[config.mk]
export PLATFORM = sky130hd
export DESIGN_NAME = circular_queue_ring_buffer_core
export DESIGN_NICKNAME = d
export VERILOG_FILES = /design/src/design/cqrb_pkg.sv /design/src/design/cqrb_front.sv /design/src/design/cqrb_cmdq.sv /design/src/design/cqrb_back.sv /design/src/design/circular_queue_ring_buffer_core.sv
export SDC_FILE = /design/constraint.sdc
export NUM_CORES = 1
export LEC_CHECK = 0
export BUFFER_PORTS_ARGS = -buffer_cell sky130_fd_sc_hd__buf_2
export CORE_ASPECT_RATIO = 2
export CORE_UTILIZATION = 60
export CTS_CLUSTER_SIZE = 25
export DETAILED_ROUTE_END_ITERATION = 12
export PLACE_DENSITY = 0.77
export SETUP_SLACK_MARGIN = 0.2
export SYNTH_ARGS = -nofsm -noshare
export SYNTH_HDL_FRONTEND = slang
export SYNTH_SLANG_ARGS = --single-unit
[constraint.sdc]
create_clock -name clk -period 13.71 [get_ports clk]
set_input_delay 4.113 -clock clk [delete_from_list [all_inputs] [get_ports clk]]
set_output_delay 4.113 -clock clk [all_outputs]
set_load 0.005 [all_outputs]
[src/design/cqrb_pkg.sv]
package cqrb_pkg;

  localparam int DEPTH_DEF   = 16;
  localparam int MAX_RESULTS = 16;
  localparam int CNT_W       = 5;
  localparam int DATA_W      = 32;
  localparam int QUEUE_DEPTH = 2;

  typedef enum logic [1:0] {
    ACT_INSERT  = 2'd0,
    ACT_DELETE  = 2'd1,
    ACT_SIZE    = 2'd2,
    ACT_DISPLAY = 2'd3
  } action_t;

  typedef enum logic [1:0] {
    ST_OK       = 2'd0,
    ST_OVERFLOW = 2'd1,
    ST_EMPTY    = 2'd2
  } status_t;

  typedef struct packed {
    action_t                   action;
    logic signed [DATA_W-1:0]  value;
  } cmd_t;

endpackage

[src/design/cqrb_front.sv]
module cqrb_front
  import cqrb_pkg::*;
(
  input  logic                      clk,
  input  logic                      rst_n,
  input  logic                      in_valid,
  output logic                      in_ready,
  input  logic [1:0]                in_action,
  input  logic signed [DATA_W-1:0]  in_value,
  output logic                      push_valid,
  input  logic                      push_ready,
  output cmd_t                      push_cmd
);

  logic vld_r;
  logic vld_nxt;
  cmd_t cmd_r;
  cmd_t cmd_nxt;

  assign in_ready   = !vld_r || push_ready;
  assign push_valid = vld_r;
  assign push_cmd   = cmd_r;

  always_comb begin
    vld_nxt        = vld_r && !push_ready;
    cmd_nxt        = cmd_r;
    if (in_valid && in_ready) begin
      vld_nxt        = 1'b1;
      cmd_nxt.action = action_t'(in_action);
      // value only matters to an insert
      cmd_nxt.value  = (action_t'(in_action) == ACT_INSERT) ? in_value : '0;
    end
  end

  always_ff @(posedge clk) begin
    if (!rst_n) begin
      vld_r <= 1'b0;
    end else begin
      vld_r <= vld_nxt;
    end
    cmd_r <= cmd_nxt;
  end

endmodule

[src/design/cqrb_cmdq.sv]
module cqrb_cmdq
  import cqrb_pkg::*;
(
  input  logic clk,
  input  logic rst_n,
  input  logic push_valid,
  output logic push_ready,
  input  cmd_t push_cmd,
  output logic pop_valid,
  input  logic pop,
  output cmd_t pop_cmd
);

  localparam int PTR_W = (QUEUE_DEPTH > 1) ? $clog2(QUEUE_DEPTH) : 1;
  localparam int FILL_W = $clog2(QUEUE_DEPTH + 1);

  cmd_t              entry_r [QUEUE_DEPTH];
  logic [PTR_W-1:0]  wptr_r;
  logic [PTR_W-1:0]  rptr_r;
  logic [FILL_W-1:0] fill_r;
  logic              do_push;
  logic              do_pop;

  function automatic logic [PTR_W-1:0] ptr_inc(input logic [PTR_W-1:0] p);
    logic [PTR_W:0] w;
    w = {1'b0, p} + (PTR_W+1)'(1);
    return (w == (PTR_W+1)'(QUEUE_DEPTH)) ? '0 : w[PTR_W-1:0];
  endfunction

  assign push_ready = (fill_r != FILL_W'(QUEUE_DEPTH));
  assign pop_valid  = (fill_r != '0);
  assign pop_cmd    = entry_r[rptr_r];
  assign do_push    = push_valid && push_ready;
  assign do_pop     = pop && pop_valid;

  always_ff @(posedge clk) begin
    if (!rst_n) begin
      wptr_r <= '0;
      rptr_r <= '0;
      fill_r <= '0;
    end else begin
      if (do_push) wptr_r <= ptr_inc(wptr_r);
      if (do_pop)  rptr_r <= ptr_inc(rptr_r);
      case ({do_push, do_pop})
        2'b10:   fill_r <= fill_r + FILL_W'(1);
        2'b01:   fill_r <= fill_r - FILL_W'(1);
        default: fill_r <= fill_r;
      endcase
    end
    if (do_push) entry_r[wptr_r] <= push_cmd;
  end

endmodule

[src/design/cqrb_back.sv]
module cqrb_back
  import cqrb_pkg::*;
#(
  parameter int DEPTH = DEPTH_DEF
)(
  input  logic                      clk,
  input  logic                      rst_n,
  input  logic                      cfg_wr_en,
  input  logic [CNT_W-1:0]          cfg_wr_data,
  input  logic                      cmd_valid,
  output logic                      cmd_pop,
  input  cmd_t                      cmd,
  output logic                      out_valid,
  input  logic                      out_ready,
  output logic [1:0]                out_status,
  output logic [CNT_W-1:0]          out_count,
  output logic signed [DATA_W-1:0]  out_data,
  output logic                      out_last
);

  localparam int IDX_W   = (DEPTH > 1) ? $clog2(DEPTH) : 1;
  localparam int WW      = (IDX_W + 1 > CNT_W) ? IDX_W + 1 : CNT_W;
  localparam int CAP_MAX = (DEPTH < MAX_RESULTS) ? DEPTH : MAX_RESULTS;

  typedef enum logic {S_EXEC, S_DISP} state_t;

  state_t             state_r, state_nxt;
  logic [CNT_W-1:0]   cap_r, cap_nxt;
  logic [IDX_W-1:0]   head_r, head_nxt;
  logic [IDX_W-1:0]   tail_r, tail_nxt;
  logic [CNT_W-1:0]   held_r, held_nxt;
  logic [IDX_W-1:0]   pos_r, pos_nxt;
  logic [CNT_W-1:0]   rem_r, rem_nxt;
  logic               out_valid_r, out_valid_nxt;
  logic [1:0]         out_status_r, out_status_nxt;
  logic [CNT_W-1:0]   out_count_r, out_count_nxt;
  logic [DATA_W-1:0]  out_data_r, out_data_nxt;
  logic               out_last_r, out_last_nxt;

  logic [DATA_W-1:0]  slots [DEPTH];
  logic [DATA_W-1:0]  rd_data_r;
  logic               rd_en;
  logic [IDX_W-1:0]   rd_addr;
  logic               wr_en;
  logic               out_free;

  function automatic logic [IDX_W-1:0] ptr_inc(input logic [IDX_W-1:0] p,
                                               input logic [CNT_W-1:0] c);
    logic [WW-1:0] w;
    w = WW'(p) + WW'(1);
    return (w == WW'(c)) ? '0 : w[IDX_W-1:0];
  endfunction

  function automatic logic [CNT_W-1:0] cap_clamp(input logic [CNT_W-1:0] c);
    logic [CNT_W-1:0] r;
    r = c;
    if (r == '0) r = CNT_W'(1);
    if (r > CNT_W'(CAP_MAX)) r = CNT_W'(CAP_MAX);
    return r;
  endfunction

  assign out_free   = !out_valid_r || out_ready;
  assign out_valid  = out_valid_r;
  assign out_status = out_status_r;
  assign out_count  = out_count_r;
  assign out_data   = out_data_r;
  assign out_last   = out_last_r;

  always_comb begin
    state_nxt      = state_r;
    cap_nxt        = cap_r;
    head_nxt       = head_r;
    tail_nxt       = tail_r;
    held_nxt       = held_r;
    pos_nxt        = pos_r;
    rem_nxt        = rem_r;
    out_valid_nxt  = out_valid_r && !out_ready;
    out_status_nxt = out_status_r;
    out_count_nxt  = out_count_r;
    out_data_nxt   = out_data_r;
    out_last_nxt   = out_last_r;
    cmd_pop        = 1'b0;
    rd_en          = 1'b0;
    rd_addr        = head_r;
    wr_en          = 1'b0;

    unique case (state_r)
      S_EXEC: begin
        if (cmd_valid && out_free) begin
          cmd_pop        = 1'b1;
          out_valid_nxt  = 1'b1;
          out_status_nxt = ST_OK;
          out_data_nxt   = '0;
          out_last_nxt   = 1'b1;
          unique case (cmd.action)
            ACT_INSERT: begin
              if (held_r >= cap_r) begin
                out_status_nxt = ST_OVERFLOW;
              end else begin
                wr_en    = 1'b1;
                tail_nxt = ptr_inc(tail_r, cap_r);
                held_nxt = held_r + CNT_W'(1);
              end
            end
            ACT_DELETE: begin
              if (held_r == '0) begin
                out_status_nxt = ST_EMPTY;
              end else if (held_r == CNT_W'(1)) begin
                held_nxt = '0;
                head_nxt = '0;
                tail_nxt = '0;
              end else begin
                held_nxt = held_r - CNT_W'(1);
                head_nxt = ptr_inc(head_r, cap_r);
              end
            end
            ACT_SIZE: begin
              if (held_r == '0) out_status_nxt = ST_EMPTY;
            end
            ACT_DISPLAY: begin
              if (held_r == '0) begin
                out_status_nxt = ST_EMPTY;
              end else begin
                // first entry is fetched now, streamed from S_DISP
                out_valid_nxt = out_valid_r && !out_ready;
                rd_en         = 1'b1;
                rd_addr       = head_r;
                pos_nxt       = head_r;
                rem_nxt       = held_r;
                state_nxt     = S_DISP;
              end
            end
            default: ;
          endcase
          out_count_nxt = held_nxt;
        end
      end
      S_DISP: begin
        if (out_free) begin
          out_valid_nxt  = 1'b1;
          out_status_nxt = ST_OK;
          out_count_nxt  = held_r;
          out_data_nxt   = rd_data_r;
          out_last_nxt   = (rem_r == CNT_W'(1));
          pos_nxt        = ptr_inc(pos_r, cap_r);
          rem_nxt        = rem_r - CNT_W'(1);
          if (rem_r == CNT_W'(1)) begin
            state_nxt = S_EXEC;
          end else begin
            rd_en   = 1'b1;
            rd_addr = pos_nxt;
          end
        end
      end
      default: state_nxt = S_EXEC;
    endcase

    if (cfg_wr_en) begin
      cap_nxt  = cap_clamp(cfg_wr_data);
      head_nxt = '0;
      tail_nxt = '0;
      held_nxt = '0;
    end
  end

  always_ff @(posedge clk) begin
    if (!rst_n) begin
      state_r     <= S_EXEC;
      cap_r       <= CNT_W'(CAP_MAX);
      head_r      <= '0;
      tail_r      <= '0;
      held_r      <= '0;
      rem_r       <= '0;
      out_valid_r <= 1'b0;
    end else begin
      state_r     <= state_nxt;
      cap_r       <= cap_nxt;
      head_r      <= head_nxt;
      tail_r      <= tail_nxt;
      held_r      <= held_nxt;
      rem_r       <= rem_nxt;
      out_valid_r <= out_valid_nxt;
    end
    pos_r        <= pos_nxt;
    out_status_r <= out_status_nxt;
    out_count_r  <= out_count_nxt;
    out_data_r   <= out_data_nxt;
    out_last_r   <= out_last_nxt;
  end

  always_ff @(posedge clk) begin
    if (wr_en) slots[tail_r] <= cmd.value;
    if (rd_en) rd_data_r <= slots[rd_addr];
  end

  a_held_le_cap: assert property (@(posedge clk) disable iff (!rst_n)
    held_r <= cap_r)
    else $error("held count above capacity");

  a_empty_ptrs: assert property (@(posedge clk) disable iff (!rst_n)
    held_r == '0 |-> head_r == '0 && tail_r == '0)
    else $error("empty queue with pointers off slot zero");

  a_disp_no_pop: assert property (@(posedge clk) disable iff (!rst_n)
    state_r == S_DISP |-> !cmd_pop && rem_r != '0 && rem_r <= held_r)
    else $error("display stream state inconsistent");

  a_disp_last: assert property (@(posedge clk) disable iff (!rst_n)
    state_r == S_DISP && out_free && rem_r == CNT_W'(1) |=>
      state_r == S_EXEC && out_valid_r && out_last_r)
    else $error("display did not close with last");

endmodule

[src/design/circular_queue_ring_buffer_core.sv]
// Circular queue over a ring of DEPTH 32-bit slots, capacity set by cfg_wr_data
// (0 taken as 1, clamped to the smaller of DEPTH and 16; any write empties the
// queue). Insert, delete and size each give one result and are executed at one
// item per cycle when out_ready is high; a display of n entries gives n results,
// one per cycle while out_ready is high, once the first slot has been fetched
// from the ring memory, and holds further items in the two-entry command queue
// meanwhile. Each transfer in passes through the front register and then the
// command queue before the back end executes it.
module circular_queue_ring_buffer_core
  import cqrb_pkg::*;
#(
  parameter int DEPTH = DEPTH_DEF
)(
  input  logic                      clk,
  input  logic                      rst_n,
  input  logic                      cfg_wr_en,
  input  logic [CNT_W-1:0]          cfg_wr_data,
  input  logic                      in_valid,
  output logic                      in_ready,
  input  logic [1:0]                in_action,
  input  logic signed [DATA_W-1:0]  in_value,
  output logic                      out_valid,
  input  logic                      out_ready,
  output logic [1:0]                out_status,
  output logic [CNT_W-1:0]          out_count,
  output logic signed [DATA_W-1:0]  out_data,
  output logic                      out_last
);

  logic push_valid;
  logic push_ready;
  cmd_t push_cmd;
  logic cmd_valid;
  logic cmd_pop;
  cmd_t cmd;

  cqrb_front u_front (
    .clk        (clk),
    .rst_n      (rst_n),
    .in_valid   (in_valid),
    .in_ready   (in_ready),
    .in_action  (in_action),
    .in_value   (in_value),
    .push_valid (push_valid),
    .push_ready (push_ready),
    .push_cmd   (push_cmd)
  );

  cqrb_cmdq u_cmdq (
    .clk        (clk),
    .rst_n      (rst_n),
    .push_valid (push_valid),
    .push_ready (push_ready),
    .push_cmd   (push_cmd),
    .pop_valid  (cmd_valid),
    .pop        (cmd_pop),
    .pop_cmd    (cmd)
  );

  cqrb_back #(
    .DEPTH (DEPTH)
  ) u_back (
    .clk         (clk),
    .rst_n       (rst_n),
    .cfg_wr_en   (cfg_wr_en),
    .cfg_wr_data (cfg_wr_data),
    .cmd_valid   (cmd_valid),
    .cmd_pop     (cmd_pop),
    .cmd         (cmd),
    .out_valid   (out_valid),
    .out_ready   (out_ready),
    .out_status  (out_status),
    .out_count   (out_count),
    .out_data    (out_data),
    .out_last    (out_last)
  );

endmodule
==> After elaboration in Yosys (flattened, before gate mapping) <==
Memory sizes are Yosys's and may differ from the RTL's. A register that Yosys moved wholly into a read port is not among the register bits.
Cells that the tools add are included.
{ "totals": {"reg_bits": 108, "latch_bits": 0, "ramBits": 580, "rom_bits": 0, "output_inout_bits": 42, "word_cells": 153, "mem_count": 2} }
{ "op_classes": {"n_addsub": 10, "multipliers": 0, "div": 0, "order_cmp": 2, "eq_ne": 20, "shift": 0, "mux": 72, "n_bitwise": 3, "n_reduce_logical": 26} }
{ "mem_list": {"columns": ["name", "words", "word_bits", "read_ports", "rd_clocked_by_memory_dff", "wr", "line_no", "rtl"], "rows": [
  ["u_back.slots", 16, 32, 1, 1, 1, "cqrb_back.sv:40", "logic [DATA_W-1:0] slots [DEPTH];"],
  ["u_cmdq.entry_r", 2, 34, 1, 1, 1, "cqrb_cmdq.sv:17", "cmd_t entry_r [QUEUE_DEPTH];"]
]} }
{ "ops": {"columns": ["op", "n"], "rows": [
  ["$mux W32", 2],
  ["$pmux W32 S2", 1],
  ["$mux W5", 12],
  ["$mux W4", 13],
  ["$pmux W5 S2", 3],
  ["$mux W1", 28],
  ["$pmux W4 S2", 3],
  ["$add A4 B1 Y5 const B", 3],
  ["$eq A5 B5 Y1", 3],
  ["$ne A2 B2 Y1 const B", 6],
  ["$pmux W2 S2", 3],
  ["$eq A2 B2 Y1 const B", 5],
  ["$eq A5 B1 Y1 const B", 2],
  ["$logic_not A5 Y1", 2],
  ["$sub A5 B1 Y5 const B", 2],
  ["$pmux W1 S2", 4],
  ["$reduce_and A4 Y1", 2],
  ["$logic_and A1 B1 Y1", 6],
  ["$mux W2", 3],
  ["$reduce_and A6 Y1", 1],
  ["$reduce_bool A2 Y1", 3],
  ["$add A5 B1 Y5 const B", 1],
  ["$ge A5 B5 Y1", 1],
  ["$gt A5 B5 Y1 const B", 1],
  ["other kinds (12)", 23]
]} }

==> Longest topological paths before layout <==
{ "logic_depth": {"depth_word": 8, "depth_mapped": 13, "ltp_nobuf": 10} }

==> Cells and area by module <==
From an unflattened synthesis, not the netlist that was laid out.
{ "hier_totals": {"cells_unflattened": 1904, "area_unflattened_um2": 28892.7} }
{ "modules_own_cells": {"columns": ["mod", "n_inst", "cells_each", "area_per_inst_um2", "seq_area_each_um2"], "rows": [
  ["cqrb_back", 1, 1699, 24902.6, 18157.4],
  ["cqrb_cmdq", 1, 130, 2680.1, 2142.1],
  ["cqrb_front", 1, 75, 1310.0, 1041.0]
]} }

==> Least setup slack after synthesis <==
Ideal clock, no wire load.
{ "synth_path": {"path_type": "in2reg", "startpoint": "input port out_ready", "endpoint": "memory u_back.slots[1][0] (enable)", "arrival_ns": 7.420, "t_required_ns": 13.249, "slack_ns": 5.829, "stages": 7, "path_buffers": 2, "path_cell_list": "nor2b_1 or3_1 clkbuf_1 inv_1 clkbuf_1 nand3_1 nor3_1"} }
{ "synth_via": {"elab_chain_cells": 6} }
{ "synth_rtl": {"columns": ["item", "line_no", "rtl"], "rows": [
  ["start: declaration", "circular_queue_ring_buffer_core.sv:23", "input logic out_ready,"],
  ["$logic_or A1 B1 Y1", "cqrb_back.sv:62", "assign out_free = !out_valid_r || out_ready;"],
  ["$logic_and A1 B1 Y1", "cqrb_back.sv:89", "if (cmd_valid && out_free) begin"],
  ["$mux W1", "cqrb_back.sv:89", null],
  ["$mux W1", "cqrb_back.sv:87", "unique case (state_r)"],
  ["$mux W1", "cqrb_back.sv:192", "if (wr_en) slots[tail_r] <= cmd.value;"],
  ["$mux W1 (not written as such)", "cqrb_back.sv:192", null],
  ["end: declaration", "cqrb_back.sv:40", null]
]} }
No other way between the ends.

==> Final worst setup path <==
{ "layout_path": {"startpoint": "input port out_ready", "endpoint": "register u_back.rd_data_r[22], read port of u_back.slots, data pin"} }
{ "layout_via": {"elab_chain_cells": 4, "word_cells_on_any_way": 7} }
{ "layout_rtl": {"columns": ["item", "line_no", "rtl"], "rows": [
  ["$logic_or A1 B1 Y1 *", "cqrb_back.sv:62", null],
  ["$logic_and A1 B1 Y1", "cqrb_back.sv:89", null],
  ["$mux W1", "cqrb_back.sv:89", null],
  ["$pmux W1 S2", "cqrb_back.sv:87", null],
  ["end: declaration", "cqrb_back.sv:41", "logic [DATA_W-1:0] rd_data_r;"]
]} }
Every way passes the cells marked *; elsewhere a longest branch is shown, timed or not.
A chain may end at the register's enable or synchronous reset.

==> run summary <==
outcome = completed
slowest stage delay, CP = 970 ps
startpoint types = input port
detailed-placement wirelength estimate = 32,900 um
fraction of registers with async set/reset = 0%
CP cell instances = buf_2 -> nand2b_1 -> nand3_1 -> nand2_1 -> o31a_2 -> buf_4 -> buf_4 -> mux2i_1 -> nand2_1 -> a32oi_1 -> nand3_1
Top FF cell, synth = edfxtp_1
largest net degree at the start of global routing = 85
family with the most delay on the worst path = buffers and inverters
clock skew = 23.8 ps
# resized after CTS = 0
top cells by count, synth = edfxtp_1, mux2i_1, nand2_1
max-slew violations = 0
Ys Warns = 0
sequential-to-total area share from yosys stat = 74.0%
synth-to-layout area growth = 10.6%
maximum root-to-sink buffer count = 3
Synth top area share = 71.9%
post-synth cell types = 54
syn nets = 1,881
DR vias/cell = 6.09
setup tns final = 0 ps
critical path type = in2reg
Yosys top cell by area = edfxtp_1
minimum clock period = 7430 ps
Pleak = 0.0121 uW
GRT Overall Usage = 26.1%
reg2reg path depth = 11
Setup-failing EPs final = 0
Post-CTS Setup Repair Bufs = 0
die height = 312 um
Fill cells = 3,170
CP endpoint = u_back.rd_data_r[22]$_DFFE_PP_
P per Cell Area = 153 nW/um^2
MaxCap Viol Count = 0
Reg2Reg Capture Point = u_back.rd_data_r[22]$_DFFE_PP_
Avg Cell Area, Syn = 15.8 sq um
FP Rows = 113
drt total wl = 62,400 um
worst-skew pair later-pin latency = 610 ps
ratio of cells with drive above 1 in the final layout = 15.8%
CP startpoint = out_ready
CTS sink cnt = 721
total power = 4890 uW
top cells by area, synth = edfxtp_1, mux2i_1, mux2_2
placed instance area = 30,000 sq um
GR Overflow Total = 0
global-route wire length before repair = 93,100 um
TritonCTS Buffers = 58
Critical Path AT = 7770 ps
worst-path maximum fanout = 69
Worst Hold Class = reg2reg
CTS tree = yes
CP bufs+invs = 3
Horiz. Die Dim = 157 um
via count = 15,700
critical path required time = 14,040 ps
final hold vios = 0
effective utilization at floorplan = 60.7%
number of global-route vias before repair = 16,200
RSZ-0062 raised after global routing = false
IO buf count = 85
Peak VDD IR = 0.139 mV
worst r2r src = u_back.pos_r[0]$_DFFE_PP_
Slowest-stage cell, CP = buf_4
count leader, synth = edfxtp_1
synthesized area = 28,800 sq um
io pins = 86
Post-Syn Instances = 1,820
CTS Hold Bufs = 0
Stages on worst setup path = 11
drt first pass iters = 5
die area = 49,000 sq um
slew margin rel. = 21.8%
Yosys reg bits = 721
endpoint type of the worst setup path = register
diodes inserted = 0
EDFF count, synth = 690
Clock Pin Slew Worst Setup and Hold Paths = 60 ps
Multi-input gate area = 7080 sq um
crit share post-route = 54.2%
final design utilization = 67.1%
initial antenna violation count = 0
max frequency = 135 MHz
GP Congestion = 0.813
Tightest Pin Transition = 1170 ps
flop-to-flop setup slack = 8410 ps
H-Tree Depth = 2
initial drt markers = 1,427
Avg WL per Cell = 24.1 um
Detail Route Antenna Nets = 0
Post-route DRC = 0
count of nets after finishing = 1,968
Root Buffer = clkbuf_16
core box area = 47,500 sq um
Reg area = 21,300 sq um
final instance area = 31,900 sq um
==> registers in the layout, summed over array words and instances, names as in the netlist, 2 cells and up, named ones only <==
name / flops
u_back.cap_r: 5
u_back.head_r: 4
u_back.held_r: 5
u_back.out_count: 5
u_back.out_data: 32
u_back.out_status: 2
u_back.pos_r: 4
u_back.rd_data_r: 32
u_back.rem_r: 5
u_back.slots: 512
u_back.tail_r: 4
u_cmdq.entry_r: 68
u_cmdq.fill_r: 2
u_front.push_cmd: 34
==> area by class of cell <==
| cell class | count | share of cell area [%] |
|---|---|---|
| repair buffers | 119 | 2.13 |
| flip-flops and latches | 721 | 66.9 |
| clock buffers | 69 | 4.75 |
| multi-input cells | 988 | 22.2 |
| inverters | 19 | 0.224 |
| clock inverters | 38 | 1.28 |
| well taps | 632 | 2.48 |
==> worst min-delay path by stage <==
stage	start	end	slack (ps)	depth (start not counted)
CTS	u_front.push_cmd[7]$_SDFFCE_PP0P_	u_cmdq.entry_r[1][7]$_DFFE_PP_	450	0
global placement	u_front.push_cmd[15]$_SDFFCE_PP0P_	u_cmdq.entry_r[1][15]$_DFFE_PP_	420	0
finish	u_front.push_cmd[7]$_SDFFCE_PP0P_	u_cmdq.entry_r[1][7]$_DFFE_PP_	440	0
global route	u_front.push_cmd[14]$_SDFFCE_PP0P_	u_cmdq.entry_r[1][14]$_DFFE_PP_	460	0
floorplan	u_front.push_cmd[0]$_SDFFCE_PP0P_	u_cmdq.entry_r[0][0]$_DFFE_PP_	420	0
detailed placement	u_front.push_cmd[7]$_SDFFCE_PP0P_	u_cmdq.entry_r[1][7]$_DFFE_PP_	430	0
==> metrics by stage <==
| stage | hold slack (ps) | setup WS, ps | instances |
|---|---|---|---|
| after floorplan | 421 | 5830 | 1820 |
| after global placement | 422 | 5810 | 2479 |
| after detailed placement | 432 | 5720 | 2479 |
| after CTS | 447 | 6330 | 2586 |
| after global routing | 456 | 6070 | 2586 |
| final | 444 | 6280 | 2586 |
==> placed cells by master (no fill, tap or decap), types with 10 or more instances in the layout <==
cell	instances
buf_4	34
mux2i_1	225
mux2_2	68
o21ai_1	32
nor2_1	23
nand3_1	75
a32oi_1	32
nor2b_1	11
nor3_1	11
and2_1	79
edfxtp_1	690
clkinv_1	13
o21ai_0	25
nand2_1	185
dfxtp_1	29
buf_2	85
nor2_4	14
a21oi_1	76
nand2b_1	11
inv_1	19
ha_1	17
xnor2_1	11
clkbuf_1	10
clkbuf_16	59
==> where the power goes <==
part,switching [uW],internal [uW],leakage (uW)
registers,33.0,2690,0.00656
logic,344,144,0.00466
clock network,743,941,0.000918
==> cells by family (layout without fill, tap and decap cells) <==
logic type	Yosys count	after routing	synth area share (%)
AND/OR/NAND/NOR	440	440	7.26
flip-flops	721	721	74.0
buffers and inverters	111	245	2.14
multiplexers	293	293	10.5
adder cells (fa/ha/maj)	17	17	0.738
XOR/XNOR	18	18	0.547
AO/OA/AOI/OAI	220	220	4.85
==> per-layer routing <==
metal	share of wire (%)	GRT usage, %	up-vias
li1	-	-	7061
met3	5.7	3.05	161
met2	53	46.4	634
met4	4.4	12.1	0
met1	37	31.5	7885
met5	0	0	-
No activity file was read; power rests on OpenSTA's default activity.
